$ cat src/rtl/lef_pkg.sv
// Shared types and constants for the 3x3 Laplacian edge filter.
// No dependencies; used by every module of the block but lef_line_ram.
`default_nettype none
package lef_pkg;

  localparam int MAX_WIDTH  = 4096;
  localparam int COL_W      = $clog2(MAX_WIDTH);
  localparam int WIDTH_W    = 13;
  localparam int HEIGHT_W   = 16;
  localparam int CHAN_W     = 8;
  localparam int NUM_LANES  = 3;
  localparam int PIX_W      = CHAN_W * NUM_LANES;
  localparam int CFG_W      = 16;

  localparam logic [WIDTH_W-1:0]  WIDTH_RST  = WIDTH_W'(640);
  localparam logic [HEIGHT_W-1:0] HEIGHT_RST = HEIGHT_W'(480);
  localparam logic [WIDTH_W-1:0]  WIDTH_MIN  = WIDTH_W'(3);
  localparam logic [WIDTH_W-1:0]  WIDTH_MAX  = WIDTH_W'(MAX_WIDTH);
  localparam logic [HEIGHT_W-1:0] HEIGHT_MIN = HEIGHT_W'(3);

  typedef enum logic [0:0] {
    CFG_WIDTH  = 1'b0,
    CFG_HEIGHT = 1'b1
  } cfg_idx_t;

  typedef struct packed {
    logic line_end;
    logic frame_end;
  } flags_t;

  typedef logic [NUM_LANES-1:0][CHAN_W-1:0] lanes_t;

endpackage
`default_nettype wire

$ cat src/rtl/lef_lane.sv
// One color channel: keeps its two older window columns and forms the
// saturated eight-neighbor Laplacian. Depends on lef_pkg.
`default_nettype none
module lef_lane (
  input  wire logic                        clk,
  input  wire logic                        step,
  input  wire logic [lef_pkg::CHAN_W-1:0] top,
  input  wire logic [lef_pkg::CHAN_W-1:0] mid,
  input  wire logic [lef_pkg::CHAN_W-1:0] bot,
  output logic      [lef_pkg::CHAN_W-1:0] result
);

  // win_r: 0,1 top row; 2,3 middle row; 4,5 bottom row (oldest first)
  logic [lef_pkg::CHAN_W-1:0] win_r [6];

  logic [11:0] center;
  logic [11:0] ring;
  logic signed [12:0] diff;

  always_ff @(posedge clk) begin
    if (step) begin
      win_r[0] <= win_r[1];
      win_r[1] <= top;
      win_r[2] <= win_r[3];
      win_r[3] <= mid;
      win_r[4] <= win_r[5];
      win_r[5] <= bot;
    end
  end

  always_comb begin
    center = {1'b0, win_r[3], 3'b000};
    ring   = 12'(win_r[0]) + 12'(win_r[1]) + 12'(top)
           + 12'(win_r[2]) + 12'(mid)
           + 12'(win_r[4]) + 12'(win_r[5]) + 12'(bot);
    diff   = $signed({1'b0, center}) - $signed({1'b0, ring});
    if (diff < 0) begin
      result = '0;
    end else if (diff > 13'sd255) begin
      result = '1;
    end else begin
      result = diff[lef_pkg::CHAN_W-1:0];
    end
  end

endmodule
`default_nettype wire

$ cat config.mk
export PLATFORM = sky130hd
export DESIGN_NAME = lef_lane
export DESIGN_NICKNAME = d
export VERILOG_FILES = /design/src/rtl/lef_pkg.sv /design/src/rtl/lef_lane.sv
export SDC_FILE = /design/constraint.sdc
export NUM_CORES = 1
export LEC_CHECK = 0
export BUFFER_PORTS_ARGS = -buffer_cell sky130_fd_sc_hd__buf_2
export CELL_PAD_IN_SITES_DETAIL_PLACEMENT = 0
export CELL_PAD_IN_SITES_GLOBAL_PLACEMENT = 1
export CORE_MARGIN = 2
export CORE_UTILIZATION = 35
export CTS_BUF_LIST = sky130_fd_sc_hd__clkbuf_16
export DETAILED_ROUTE_END_ITERATION = 10
export PLACE_DENSITY_LB_ADDON = 0.1
export REMOVE_ABC_BUFFERS = 1
export SLEW_MARGIN = 15
export SYNTH_ARGS = -nofsm -noshare
export SYNTH_HDL_FRONTEND = slang
export SYNTH_SLANG_ARGS = --single-unit
$ cat constraint.sdc
create_clock -name clk -period 6.8 [get_ports clk]
set_clock_uncertainty 0.1 [all_clocks]
set_input_delay 1.02 -clock clk [delete_from_list [all_inputs] [get_ports clk]]
set_output_delay 1.02 -clock clk [all_outputs]
set_load 0.02 [all_outputs]
* After elaboration in Yosys (flattened, before gate mapping)
Memory sizes are Yosys's and may differ from the RTL's. Cells that the tools add are included.
Word-level totals: bits in registers 0, latch bits 0, RAM bits 48, bits in read-only memories 0, input bits 26, output and inout bits 8, logic and storage cells 15, memories 1
Memory list:
- win_r | words 6, width 8, read ports 6, clocked after memory_dff 0, wr ports 6, line lef_lane.sv:14 | logic [lef_pkg::CHAN_W-1:0] win_r [6];
Operators by class: $add $sub $neg 8, multipliers 0, divide/modulo/power cells 0, magnitude comparators 2, eq/ne operators 0, shifts and indexed selects 0, multiplexer cells 4, bitwise operators 0, reductions and logical operators 0
Operators by type and width (count):
- 12-bit by 8-bit adder with 12-bit output | 3
- 8-bit two-way mux | 2
- 13-bit by 9-bit > comparator with 1-bit output, second input constant | 1
- 13-bit by 1-bit less-than comparator with 1-bit output, second input constant | 1
- 11-bit by 12-bit subtractor with 13-bit output | 1
- 11-bit by 8-bit adder with 12-bit output | 1
- 10-bit by 8-bit adder with 11-bit output | 1
- 9-bit by 8-bit adder with 10-bit output | 1
- 8-bit by 8-bit adder with 9-bit output | 1
- 1-bit two-way mux | 2

* Longest topological paths before layout
An unclocked memory read counts as a cell.
word-level depth 12, gate-level depth with buffers 16, gate-level depth less buffers 15

* Worst setup path after synthesis
OpenSTA, ideal clock, no wires.
path type input port to output port, from input port top[6] (netlist bit), to output port result[0] (netlist bit), arrival time 5029 ps, data required time 5680 ps, setup slack 651 ps, cell stages on the path 14, buffers on the path 1, cell sequence inv_1 -> fa_1 -> inv_1 -> fa_1 -> fa_1 -> fa_1 -> inv_1 -> ha_1 -> buf_6 -> a21oi_4 -> o21ai_2 -> or4_4 -> a211oi_4 -> a41oi_1
On the way: longest elaborated chain between the ends 10, elaborated cells on any way between the ends 11, those cells by class add/sub (7); order compare (2); mux (2)
Ends and longest elaborated chain:
- start: declaration | line lef_lane.sv:7 | input wire logic [lef_pkg::CHAN_W-1:0] top,
- 9-bit by 8-bit adder with 10-bit output (*) | line lef_lane.sv:33 | ring = 12'(win_r[0]) + 12'(win_r[1]) + 12'(top)
- 10-bit by 8-bit adder with 11-bit output (*) | line lef_lane.sv:34 | + 12'(win_r[2]) + 12'(mid)
- 11-bit by 8-bit adder with 12-bit output (*) | line lef_lane.sv:34
- 12-bit by 8-bit adder with 12-bit output (*) (3 in series) | line lef_lane.sv:35 | + 12'(win_r[4]) + 12'(win_r[5]) + 12'(bot);
- 11-bit by 12-bit subtractor with 13-bit output (*) | line lef_lane.sv:36 | diff = $signed({1'b0, center}) - $signed({1'b0, ring});
- 13-bit by 9-bit > comparator with 1-bit output | line lef_lane.sv:39 | end else if (diff > 13'sd255) begin
- 8-bit two-way mux | line lef_lane.sv:39
- 8-bit two-way mux (*) | line lef_lane.sv:37 | if (diff < 0) begin
- end: declaration | line lef_lane.sv:10 | output logic [lef_pkg::CHAN_W-1:0] result
Every way passes the cells marked *; elsewhere a longest branch is shown, timed or not.

* Worst setup path in the final report
from input port top[6] (netlist bit), to output port result[3] (netlist bit)
Same word-level chain as after synthesis.

==> flow_summary.json <==
{
  "wl_um": 5960,
  "ys_types": 34,
  "dp.cells": 472,
  "netlist_area_mm2": 0.00367,
  "fin_setup_tns_ns": 0,
  "yosysTopAreaCell": "edfxtp_1",
  "grt_start_max_net_pins": 49,
  "cp_cell_sequence": "buf_2 > inv_1 > fa_1 > inv_1 > fa_1 > fa_1 > fa_1 > inv_1 > ha_1 > a21oi_4 > o21ai_2 > or4_4 > a211oi_4 > a41oi_1 > buf_2",
  "antenna_found_initial": 0,
  "die_height_um": 106,
  "muxShareOfSynthArea_pct": 0.272,
  "fin_crit_ns": 6.48,
  "path_clk_slew_ns": 0.06,
  "drt-vias-per-instance": 4.33,
  "syn2layout_area_growth_pct": 12.5,
  "hp-class": "flip-flop to flip-flop",
  "cts_tree": "built",
  "routedWlPerCell_um": 12.4,
  "ys_warn_count": 0,
  "endpoint_kind": "output port",
  "drive_gt1_share_pct": 13.7,
  "post_cts_resized": 0,
  "top_regs": "win_r x48",
  "crit_top_cell": "fa_1",
  "cp_slowest_cell": "fa_1",
  "die_x_um": 106,
  "status": "completed",
  "arrival_ns": 5.36,
  "core_mm2": 0.0103,
  "largest_reg_flops": 48,
  "yosys.area_share.simple_pct": 2.96,
  "place.gp.congestion": 0.746,
  "grt_overflow": 0,
  "yosys-top-cells-area": "edfxtp_1, fa_1, inv_1, ha_1, a41oi_1",
  "hold_viol_final": 0,
  "cts.sinks": 48,
  "grt_usage_pct": 11.6,
  "worstSkewPairLatency_ns": 0.29,
  "synth_cells": 305,
  "grt_pass1_vias": 2174,
  "clk_root_buffer_cell": "clkbuf_16",
  "ys_seq_area_share_pct": 39.2,
  "grt_pass1_wl_um": 10200,
  "h-tree-depth": 2,
  "startpoint_type": "input pin",
  "via_count": 2078,
  "finalSetupViolCount": 0,
  "start_util_pct": 35.7,
  "critPathKind": "input pin to output port",
  "drtIter0Drc": 55,
  "layout_commonest_cell": "inv_1",
  "nFillCells": 1016,
  "crit_fanout": 8,
  "timing.slew.headroom_pct": 26.5,
  "io_pins": 34,
  "rsz0062_at_grt": "false",
  "cts.path.max_buffers": 2,
  "fin_crit_sh_pct": 95.3,
  "max-cap-violations": 0,
  "row_count": 37,
  "die_area_mm2": 0.0113,
  "cts_buffers": 5,
  "synth_area_per_cell_um2": 12.0,
  "synth_seq_cells": 48,
  "final_cells": 480,
  "drc": 0,
  "drv_slew": 0,
  "synth_compound_area_share_pct": 7.73,
  "dpl.hpwl_um": 4750,
  "synth-xor-area-share_pct": 2.15,
  "yosysTopAreaCellShare_pct": 39.2,
  "fmax_ghz": 0.154,
  "drt_first_pass_iters": 4,
  "tightest_slew_ns": 1.10,
  "antennaDiodeCount": 0,
  "postCtsHoldBufs": 0,
  "most-common-layout-cells": "inv_1, fa_1, edfxtp_1",
  "max_stage_delay_ns": 0.54,
  "multi_input_area_mm2": 0.00178,
  "top_register": "win_r",
  "nNetsFinal": 441,
  "drtAntennaViolNets": 0,
  "synth_top_family_by_area": "adder cells",
  "synthAdderAreaFrac_pct": 35.4,
  "port_buffers": 33,
  "required_ns": 5.68,
  "regArea_mm2": 0.00144,
  "post-cts-setup-buffers": 0
}
synthesized netlist by cell type, drive strengths merged:
cell type / n
a211oi: 2
a21oi: 12
a31oi: 1
a41oi: 9
buf: 3
edfxtp: 48
fa: 53
ha: 19
inv: 113
mux2i: 1
nand2: 7
nand2b: 2
nand3b: 1
nand4: 2
nand4b: 1
nor2: 5
nor3: 1
o211ai: 1
o21a: 1
o21ai: 7
o21bai: 1
o221a: 1
o2bb2ai: 1
o31ai: 2
or3: 1
or4: 1
xnor2: 6
xor2: 3
worst paths after layout:
| check | start | to | slack (ns) | depth (start not counted) |
|---|---|---|---|---|
| setup / recovery | top[6] | result[3] | 0.32 | 15 |
| hold / removal | win_r[5][0] | win_r[4][0] | 0.35 | 0 |
| setup reg to reg | win_r[3][0] | win_r[2][0] | 5.84 | 0 |
| hold reg to reg | win_r[5][0] | win_r[4][0] | 0.35 | 0 |
logic make-up (layout without fill, tap and decap cells):
family,after synthesis,count (layout)
buffers and inverters,116,155
adders and majority gates,72,72
AOI/OAI and AO/OA,38,38
DFF,48,48
muxes,1,1
xor gates and xnor gates,9,9
and+or+nand+nor,21,21
worst max-delay path: cells and delay by family:
family	cells	cell delay, ns
fa+ha+maj	5	2.49
compound gates	4	0.88
simple gates	1	0.52
buf+inv	5	0.44
layer usage:
metal  track usage (%)  wire length, um  vias up
met5                 0                0        -
li1                  -                -     1017
met1              15.1             2640     1022
met3              2.76              195        7
met4              3.34               73        0
met2              19.4             3050       32
through the flow:
| stage | util, % | worst slack, ns | hold slack [ns] | cell area, um2 |
|---|---|---|---|---|
| final | 40.2 | 0.318 | 0.352 | 4130 |
| after detailed placement | 38.8 | 0.314 | 0.337 | 3990 |
| after global placement | 38.8 | 0.340 | 0.333 | 3990 |
| after floorplan | - | 0.650 | 0.326 | 3650 |
| after global routing | 40.2 | 0.00926 | 0.367 | 4130 |
| after CTS | 40.2 | 0.312 | 0.354 | 4130 |
cell type report:
| class | instances | area share [%] |
|---|---|---|
| flip-flops and latches | 48 | 34.9 |
| clock inverters | 3 | 0.454 |
| repair buffers | 34 | 4.18 |
| inverters | 113 | 10.3 |
| well taps | 136 | 4.12 |
| multi-input cells | 141 | 43.1 |
| clock buffers | 5 | 3.03 |
Power is left out: the tool's default activity adds up to more than one toggle a clock period on the data nets, which glitch-free logic cannot reach.
