## src/rtl/lef_pkg.sv

```systemverilog
// Shared types and constants for the 3x3 Laplacian edge filter.
// No dependencies; used by every module of the block but lef_line_ram.
`default_nettype none
package lef_pkg;

  localparam int MAX_WIDTH  = 4096;
  localparam int COL_W      = $clog2(MAX_WIDTH);
  localparam int WIDTH_W    = 13;
  localparam int HEIGHT_W   = 16;
  localparam int CHAN_W     = 8;
  localparam int NUM_LANES  = 3;
  localparam int PIX_W      = CHAN_W * NUM_LANES;
  localparam int CFG_W      = 16;

  localparam logic [WIDTH_W-1:0]  WIDTH_RST  = WIDTH_W'(640);
  localparam logic [HEIGHT_W-1:0] HEIGHT_RST = HEIGHT_W'(480);
  localparam logic [WIDTH_W-1:0]  WIDTH_MIN  = WIDTH_W'(3);
  localparam logic [WIDTH_W-1:0]  WIDTH_MAX  = WIDTH_W'(MAX_WIDTH);
  localparam logic [HEIGHT_W-1:0] HEIGHT_MIN = HEIGHT_W'(3);

  typedef enum logic [0:0] {
    CFG_WIDTH  = 1'b0,
    CFG_HEIGHT = 1'b1
  } cfg_idx_t;

  typedef struct packed {
    logic line_end;
    logic frame_end;
  } flags_t;

  typedef logic [NUM_LANES-1:0][CHAN_W-1:0] lanes_t;

endpackage
`default_nettype wire

```

## src/rtl/lef_merge.sv

```systemverilog
// Output register: gathers the lane results and row/frame flags into one
// result item and holds it while the receiver stalls. Depends on lef_pkg.
`default_nettype none
module lef_merge (
  input  wire logic                        clk,
  input  wire logic                        rst_n,
  input  wire logic                        load,
  input  wire lef_pkg::lanes_t             lanes,
  input  wire lef_pkg::flags_t             flags,
  input  wire logic                        out_stall,
  output logic                             out_valid,
  output logic [lef_pkg::CHAN_W-1:0]      out_blue_out,
  output logic [lef_pkg::CHAN_W-1:0]      out_green_out,
  output logic [lef_pkg::CHAN_W-1:0]      out_red_out,
  output logic                             out_line_end,
  output logic                             out_frame_end
);

  logic            valid_r;
  logic            valid_nxt;
  lef_pkg::lanes_t lanes_r;
  lef_pkg::flags_t flags_r;

  always_comb begin
    if (load) begin
      valid_nxt = 1'b1;
    end else if (out_stall) begin
      valid_nxt = valid_r;
    end else begin
      valid_nxt = 1'b0;
    end
  end

  always_ff @(posedge clk) begin
    if (!rst_n) begin
      valid_r <= 1'b0;
    end else begin
      valid_r <= valid_nxt;
    end
  end

  always_ff @(posedge clk) begin
    if (load) begin
      lanes_r <= lanes;
      flags_r <= flags;
    end
  end

  assign out_valid     = valid_r;
  assign out_blue_out  = lanes_r[0];
  assign out_green_out = lanes_r[1];
  assign out_red_out   = lanes_r[2];
  assign out_line_end  = flags_r.line_end;
  assign out_frame_end = flags_r.frame_end;

endmodule
`default_nettype wire

```

## config.mk

```make
export PLATFORM = sky130hd
export DESIGN_NAME = lef_merge
export DESIGN_NICKNAME = d
export VERILOG_FILES = /design/src/rtl/lef_pkg.sv /design/src/rtl/lef_merge.sv
export SDC_FILE = /design/constraint.sdc
export NUM_CORES = 1
export LEC_CHECK = 0
export BUFFER_PORTS_ARGS = -buffer_cell sky130_fd_sc_hd__buf_4
export CELL_PAD_IN_SITES_DETAIL_PLACEMENT = 0
export CELL_PAD_IN_SITES_GLOBAL_PLACEMENT = 1
export CORE_ASPECT_RATIO = 1.25
export CORE_MARGIN = 5
export CORE_UTILIZATION = 33
export DETAILED_ROUTE_END_ITERATION = 12
export PLACE_DENSITY_LB_ADDON = 0.1
export SYNTH_ARGS = -nofsm -noshare
export SYNTH_HDL_FRONTEND = slang
export SYNTH_SLANG_ARGS = --single-unit
```

## constraint.sdc

```tcl
create_clock -name clk -period 1.55 [get_ports clk]
set_input_delay 0.155 -clock clk [delete_from_list [all_inputs] [get_ports clk]]
set_output_delay 0.155 -clock clk [all_outputs]
set_load 0.1 [all_outputs]
```

After elaboration in Yosys (flattened, before gate mapping) --
Cells that the tools add are included.
Operators by class: multipliers 0, muxes and demuxes 2, shift-type cells 0, $add $sub $neg 0, eq/ne operators 1, div/mod/pow operators 0, reductions and logical operators 0, $lt $le $gt $ge 0, bitwise operators 0
Operators by type and width (number):
- $mux 1 | 2
- $ne 2x2->1 const B | 1
Word-level totals: logic and storage cells 9, latch bits 0, memory bits (writable) 0, memory bits (read-only) 0, output and inout bits 27, register bits after elaboration 27, memories kept 0, bits of input ports 30

Longest topological paths before layout --
Gate-level depths: netlist of run 1.
depth in word-level cells 2, gate-level depth with buffers 2, depth with buffers taken out 2

Worst setup path before layout of run 1 --
OpenSTA, ideal clock, no wires.
path kind flip-flop to flip-flop, start point register out_valid (netlist name), end point register valid_r (netlist: out_valid), required time 1.483 ns, period minus slack after synthesis 1.244 ns, cell stages (with the launch flop) 3, path buffers 0, slack 0.306 ns, data arrival time 1.177 ns, setup time 0.067 ns, path through dfxtp_1 -> a21oi_1 -> nor2b_1
RTL lines:
- end signal: assignment | RTL line lef_merge.sv:38 | valid_r <= valid_nxt;
- end: declaration | RTL line lef_merge.sv:19 | logic valid_r;

Final worst setup path of run 1 --
start point register valid_r (netlist: out_valid), end point output out_valid
RTL lines:
- end: declaration | RTL line lef_merge.sv:11 | output logic out_valid,
No word-level cell between the ends.

==> flow_summary.toml, run 1 <==
[outcome]
outcome = "finished clean"

[die]
ios = 57
rows = 20
initial_core_util = 0.3380
dieArea_um2 = 3559
die_w_um = 54.37
fp.dieH_um = 65.46
fp.coreArea_um2 = 2402

[worst_setup_path]
crit_slowest_cell = "dfxtp_1"
critPathMaxFanout = 2
arrival_ns = 0.96
worstPathCellList = "buf_4"
slowest_delay_ns = 0.36
end_kind = "output port"
regToRegStartpoint = "out_valid"
path_class = "flip-flop to output port"
cp.buffers_inverters = 1
worst-r2r-setup-slack_ns = 0.96
crit_cells = 1
timing.rr.end = "out_valid"
crit_required_ns = 1.39
critPathLaunchType = "flip-flop"
r2r_cells = 2
crit_family = "flip-flops"

[clock_network]
clock_latency_ns = 0.31
htree_levels = 1
cts_buffer_depth = 2
path_clk_slew_ns = 0.14
cts_made_buffers = 3
root_buffer = "clkbuf_4"
cts_sinks = 27
cts-resized-gates = 0
cts_tree = "built"

[finish]
multi_input_area_um2 = 11.26
diodes = 0
area_delta_synth_final_pct = 92.60
layout.nets = 146
fin_cells = 148
mostFrequentLayoutCell = "buf_4"
fill_cells = 179
regArea_um2 = 800.8
drive_above_1_share = 0.5217
mostFrequentLayoutCells = "buf_4, dlygate4sd3_1, edfxtp_1"

[synth]
ys_ff_latch = 27
avgSynthCellArea_um2 = 28.00
synth_cells = 29
syn_nets = 59
synth_cell_types = 4
synth_seq_area_share = 0.9861
yosys_warnings = 0
synth_area_um2 = 812.0

[detailed_routing]
avgRoutedWirePerCell_um = 12.20
via_per_inst = 3.899
via_count = 577
dr.first_iter.drc_count = 7
ant_nets = 0
drc = 0
drt-pass1-iter-count = 2
wl_um = 1806

[worst_hold_path]
hold_class = "primary input to flip-flop"
min_path_cells = 2
min_to = "out_valid"
worst_hold_startpoint = "rst_n"

[timing]
post-route-period-util = 0.7203
max_freq_mhz = 895.7
hold_violations = 0
tightest_slew_ns = 0.3217
slew_viol_final = 0
setup_viol = 0
setup_tns_ns = 0
fin_crit_ns = 1.117
skew_ns = 0
rsz0062_at_grt = "no"
maxSlewHeadroom = 0.7855

[power_and_ir_drop]
comb_power_share = 0.347
irDropWorstVdd_mv = 0.5249
swShare = 0.3725
powerDensity_nw_per_um2 = 1138
p_int_uw = 1117
seqPwrFrac = 0.492
p_leak_uw = 0.0006586
power_frac_clock = 0.161
switchingPower_uw = 662.8

[grt]
grt_pass1_wl_um = 2559
track_usage = 0.1022
grt_pass1_vias = 590
grt_overflow_total = 0
grt_start_max_net_pins = 28
antenna_found_initial = 0

[placed_design]
io_buffers = 56
gp_congestion = 0.6259
numPlacedInstances = 118

[run]
cap_violations = 0
[layer usage]
layer,global-route usage,part of all wire
met3,0.03175,0.10
met5,0,0
met4,0.03738,0
met2,0.2051,0.60
met1,0.08533,0.30
[stage by stage]
stage | setup WS, ns | cell area [um2] | hold slack [ns] | total power (uW) | utilization
finish | 0.4335 | 1564 | 0.05002 | 1779 | 0.6510
CTS | 0.4102 | 1444 | 0.0001686 | 1781 | 0.6010
detailed placement | 0.7432 | 1274 | 0.3345 | 1462 | 0.5302
floorplan | 0.3065 | 812.0 | 0.2539 | 1307 | -
global route | 0.3676 | 1564 | 0.04780 | 1850 | 0.6510
global placement | 0.7586 | 1274 | 0.3336 | 1459 | 0.5302
[power by group through the flow]
stage | Combinational, uW | Sequential [uW] | Clock, uW
floorplan | 1.79 | 1310 | 0
global placement | 566 | 893 | 0
detailed placement | 569 | 893 | 0
CTS | 598 | 876 | 308
global route | 635 | 881 | 334
finish | 618 | 875 | 287
[cell usage after synthesis]
| cell type | n | share of area |
|---|---|---|
| nor2b_1 | 1 | 0.0077 |
| a21oi_1 | 1 | 0.0062 |
| edfxtp_1 | 26 | 0.96 |
| dfxtp_1 | 1 | 0.025 |
[state kept, by name, indices dropped and copies added, names as in the netlist]
name and flops:
out_valid 1, out_line_end 1, out_blue_out 8, out_frame_end 1, out_green_out 8, out_red_out 8
[how the worst max path moves through the flow]
stage                          startpoint         endpoint
after floorplan                 out_valid        out_valid
after global placement               load   out_red_out[1]
after detailed placement             load   out_red_out[1]
after CTS                       out_valid        out_valid
after global routing      out_blue_out[3]  out_blue_out[3]
final                           out_valid        out_valid
[cell families (layout without fill, tap and decap cells)]
group                  Yosys count  count (layout)  synth area share
AO/OA/AOI/OAI                    1               1          0.006157
buffers and inverters            0              86                 0
flip-flops                      27              27            0.9861
AND/OR/NAND/NOR                  1               1          0.007709
[timing repair]
item,in CTS,in global routing
hold buffers,14,12
endpoints found under the setup margin,0,0
endpoints found under the hold margin,14,12
setup buffers,0,0
[final cells by class]
type / count / area share
Sequential cell: 27 / 0.5120
Tap cell: 33 / 0.02640
Timing Repair Buffer: 82 / 0.4352
Clock buffer: 3 / 0.01440
Clock inverter: 1 / 0.004800
Multi-Input combinational cell: 2 / 0.007200
No activity file was read; power rests on OpenSTA's default activity.
==> inputs of run 2 (changes only) <==
Settings changed: ABC_AREA set to 1, CORE_UTILIZATION 33 to 30.
Clock period 1.55 ns to 1.1 ns, I/O delays scaled along.
==> run 2 against run 1 <==
Sequential power is 42% higher. Non-clock buffer count is 1 higher. Critical path depth stayed put. Sequential cell count stayed put. Highest routed layer unchanged. Global-route usage is 0.55 points lower. First-iteration DRC count grew to 3.7 times the previous value. Setup slack worse by 0.39 ns. Cell count is 2.7% higher. Hold slack worse by 0.011 ns. Clock-buffer cell count is 1 higher. Largest cell class unchanged. Total power is 42% higher.
==> flow_summary.toml, run 2 <==
[clock_network]
clock_latency_ns = 0.30
htree_levels = 1
path_clk_slew_ns = 0.13
cts_sinks = 27
cts_tree = "built"
cts_made_buffers = 3
post_cts_buffers = 0
cts_buffer_depth = 2
root_buffer = "clkbuf_4"

[die]
die_w_um = 56.79
fp.dieH_um = 68.48
rows = 21
ios = 57
fp.coreArea_um2 = 2654
dieArea_um2 = 3889
initial_core_util = 0.3093

[detailed_routing]
avgRoutedWirePerCell_um = 12.32
dr.first_iter.drc_count = 26
drc = 0
via_per_inst = 3.921
ant_nets = 0
wl_um = 1872
via_count = 596
drt-pass1-iter-count = 3

[synth]
synth_edf_count = 26
yosys_warnings = 0
yosys_most_used_dff = "edfxtp_1"
synth_cells = 31
synth.most_common_cell = "edfxtp_1"
synth_area_um2 = 820.8
synth_cell_types = 5
synthTopCellsByArea = "edfxtp_1, dfxtp_1, a21oi_2"
ys_ff_latch = 27
synth-async-reset-ratio = 0
synth_seq_area_share = 0.9756
synth_area_leader_cell = "edfxtp_1"
syn_nets = 61
synth_top_area_share = 0.9512
synth_common_cells = "edfxtp_1, inv_1, a21oi_2, dfxtp_1, nand2_1"
avgSynthCellArea_um2 = 26.48

[finish]
mostFrequentLayoutCell = "buf_4"
multi_input_area_um2 = 12.51
diodes = 0
fill_cells = 195
mostFrequentLayoutCells = "buf_4, dlygate4sd3_1, edfxtp_1"
utilization = 0.6087
regArea_um2 = 802.0
drive_above_1_share = 0.5169
layout.nets = 149
area_delta_synth_final_pct = 96.80

[worst_setup_path]
cp.buffers_inverters = 1
worstPathCellList = "buf_4"
crit_family = "flip-flops"
critPathMaxFanout = 1
critPathLaunchType = "flip-flop"
crit_slowest_cell = "edfxtp_1"
slowest_delay_ns = 0.35
path_class = "flip-flop to output port"
arrival_ns = 0.95
end_kind = "output port"
crit_required_ns = 0.99

[grt]
grt_overflow_total = 0
track_usage = 0.09672
grt_pass1_wl_um = 2746
antenna_found_initial = 0
grt_start_max_net_pins = 28
grt_pass1_vias = 642

[worst_hold_path]
hold_class = "primary input to flip-flop"

[power_and_ir_drop]
powerDensity_nw_per_um2 = 1565
p_leak_uw = 0.0006850
irDropWorstVdd_mv = 0.7997
power_uw = 2528

[placed_design]
io_buffers = 56
gp_congestion = 0.6549
hpwlAfterDp_um = 1212
dp_slack_ns = 0.3427

[timing]
slew_viol_final = 0
hold-worst-slack_ns = 0.03890
layout_setup_ws_ns = 0.04162
setup_viol = 0
fin_crit_ns = 1.058
hold_violations = 0
setup_tns_ns = 0
maxSlewHeadroom = 0.7826
max_freq_mhz = 944.8
rsz0062_at_grt = "no"
skew_ns = 0
tightest_slew_ns = 0.3260
post-route-period-util = 0.9622

[outcome]
outcome = "finished clean"

[run]
cap_violations = 0
run 2: per-layer routing:
| metal | GRT usage | vias to the layer above | wire, um |
|---|---|---|---|
| li1 | - | 292 | - |
| met1 | 0.08034 | 271 | 557 |
| met2 | 0.2023 | 33 | 1119 |
| met3 | 0.03208 | 0 | 194 |
| met4 | 0.04348 | 0 | 0 |
| met5 | 0 | - | 0 |
run 2: repair_timing:
| action | 4_1_cts | 5_1_grt |
|---|---|---|
| setup endpoints to repair | 0 | 9 |
| hold endpoints to repair | 27 | 0 |
| hold buffers | 27 | 0 |
| resized for setup | 0 | 9 |
run 2: cell families (layout without fill, tap and decap cells):
kind of cell,after synthesis,in the layout,synth area share
AND/OR/NAND/NOR,1,1,0.004569
flip-flops,27,27,0.9756
buffers and inverters,2,89,0.009150
AO/OA/AOI/OAI,1,1,0.01067
run 2: layout make-up:
| type | instances | share of cell area |
|---|---|---|
| Timing Repair Buffer | 83 | 0.4485 |
| Tap cell | 34 | 0.02634 |
| Inverter | 2 | 0.004648 |
| Sequential cell | 27 | 0.4965 |
| Multi-Input combinational cell | 2 | 0.007746 |
| Clock buffer | 4 | 0.01627 |
run 2: path summary, 6_finish.rpt:
kind / start / to / slack, ns / cells after the start
min reg2reg: out_valid / out_valid / 0.46 / 2
max: out_line_end / out_line_end / 0.04 / 1
max reg2reg: out_valid / out_valid / 0.55 / 2
min: out_stall / out_valid / 0.04 / 3
run 2: metrics by stage:
step | cells | instance area (um2)
final | 152 | 1615
after floorplan | 31 | 822.0
after detailed placement | 121 | 1285
after global placement | 121 | 1285
after CTS | 152 | 1582
after global routing | 152 | 1615
run 2: report_power, final:
part | leakage [uW] | internal, uW | switching (uW)
Combinational | 0.000407 | 241 | 651
Sequential | 0.000263 | 1220 | 25.3
Clock | 0.0000150 | 141 | 254
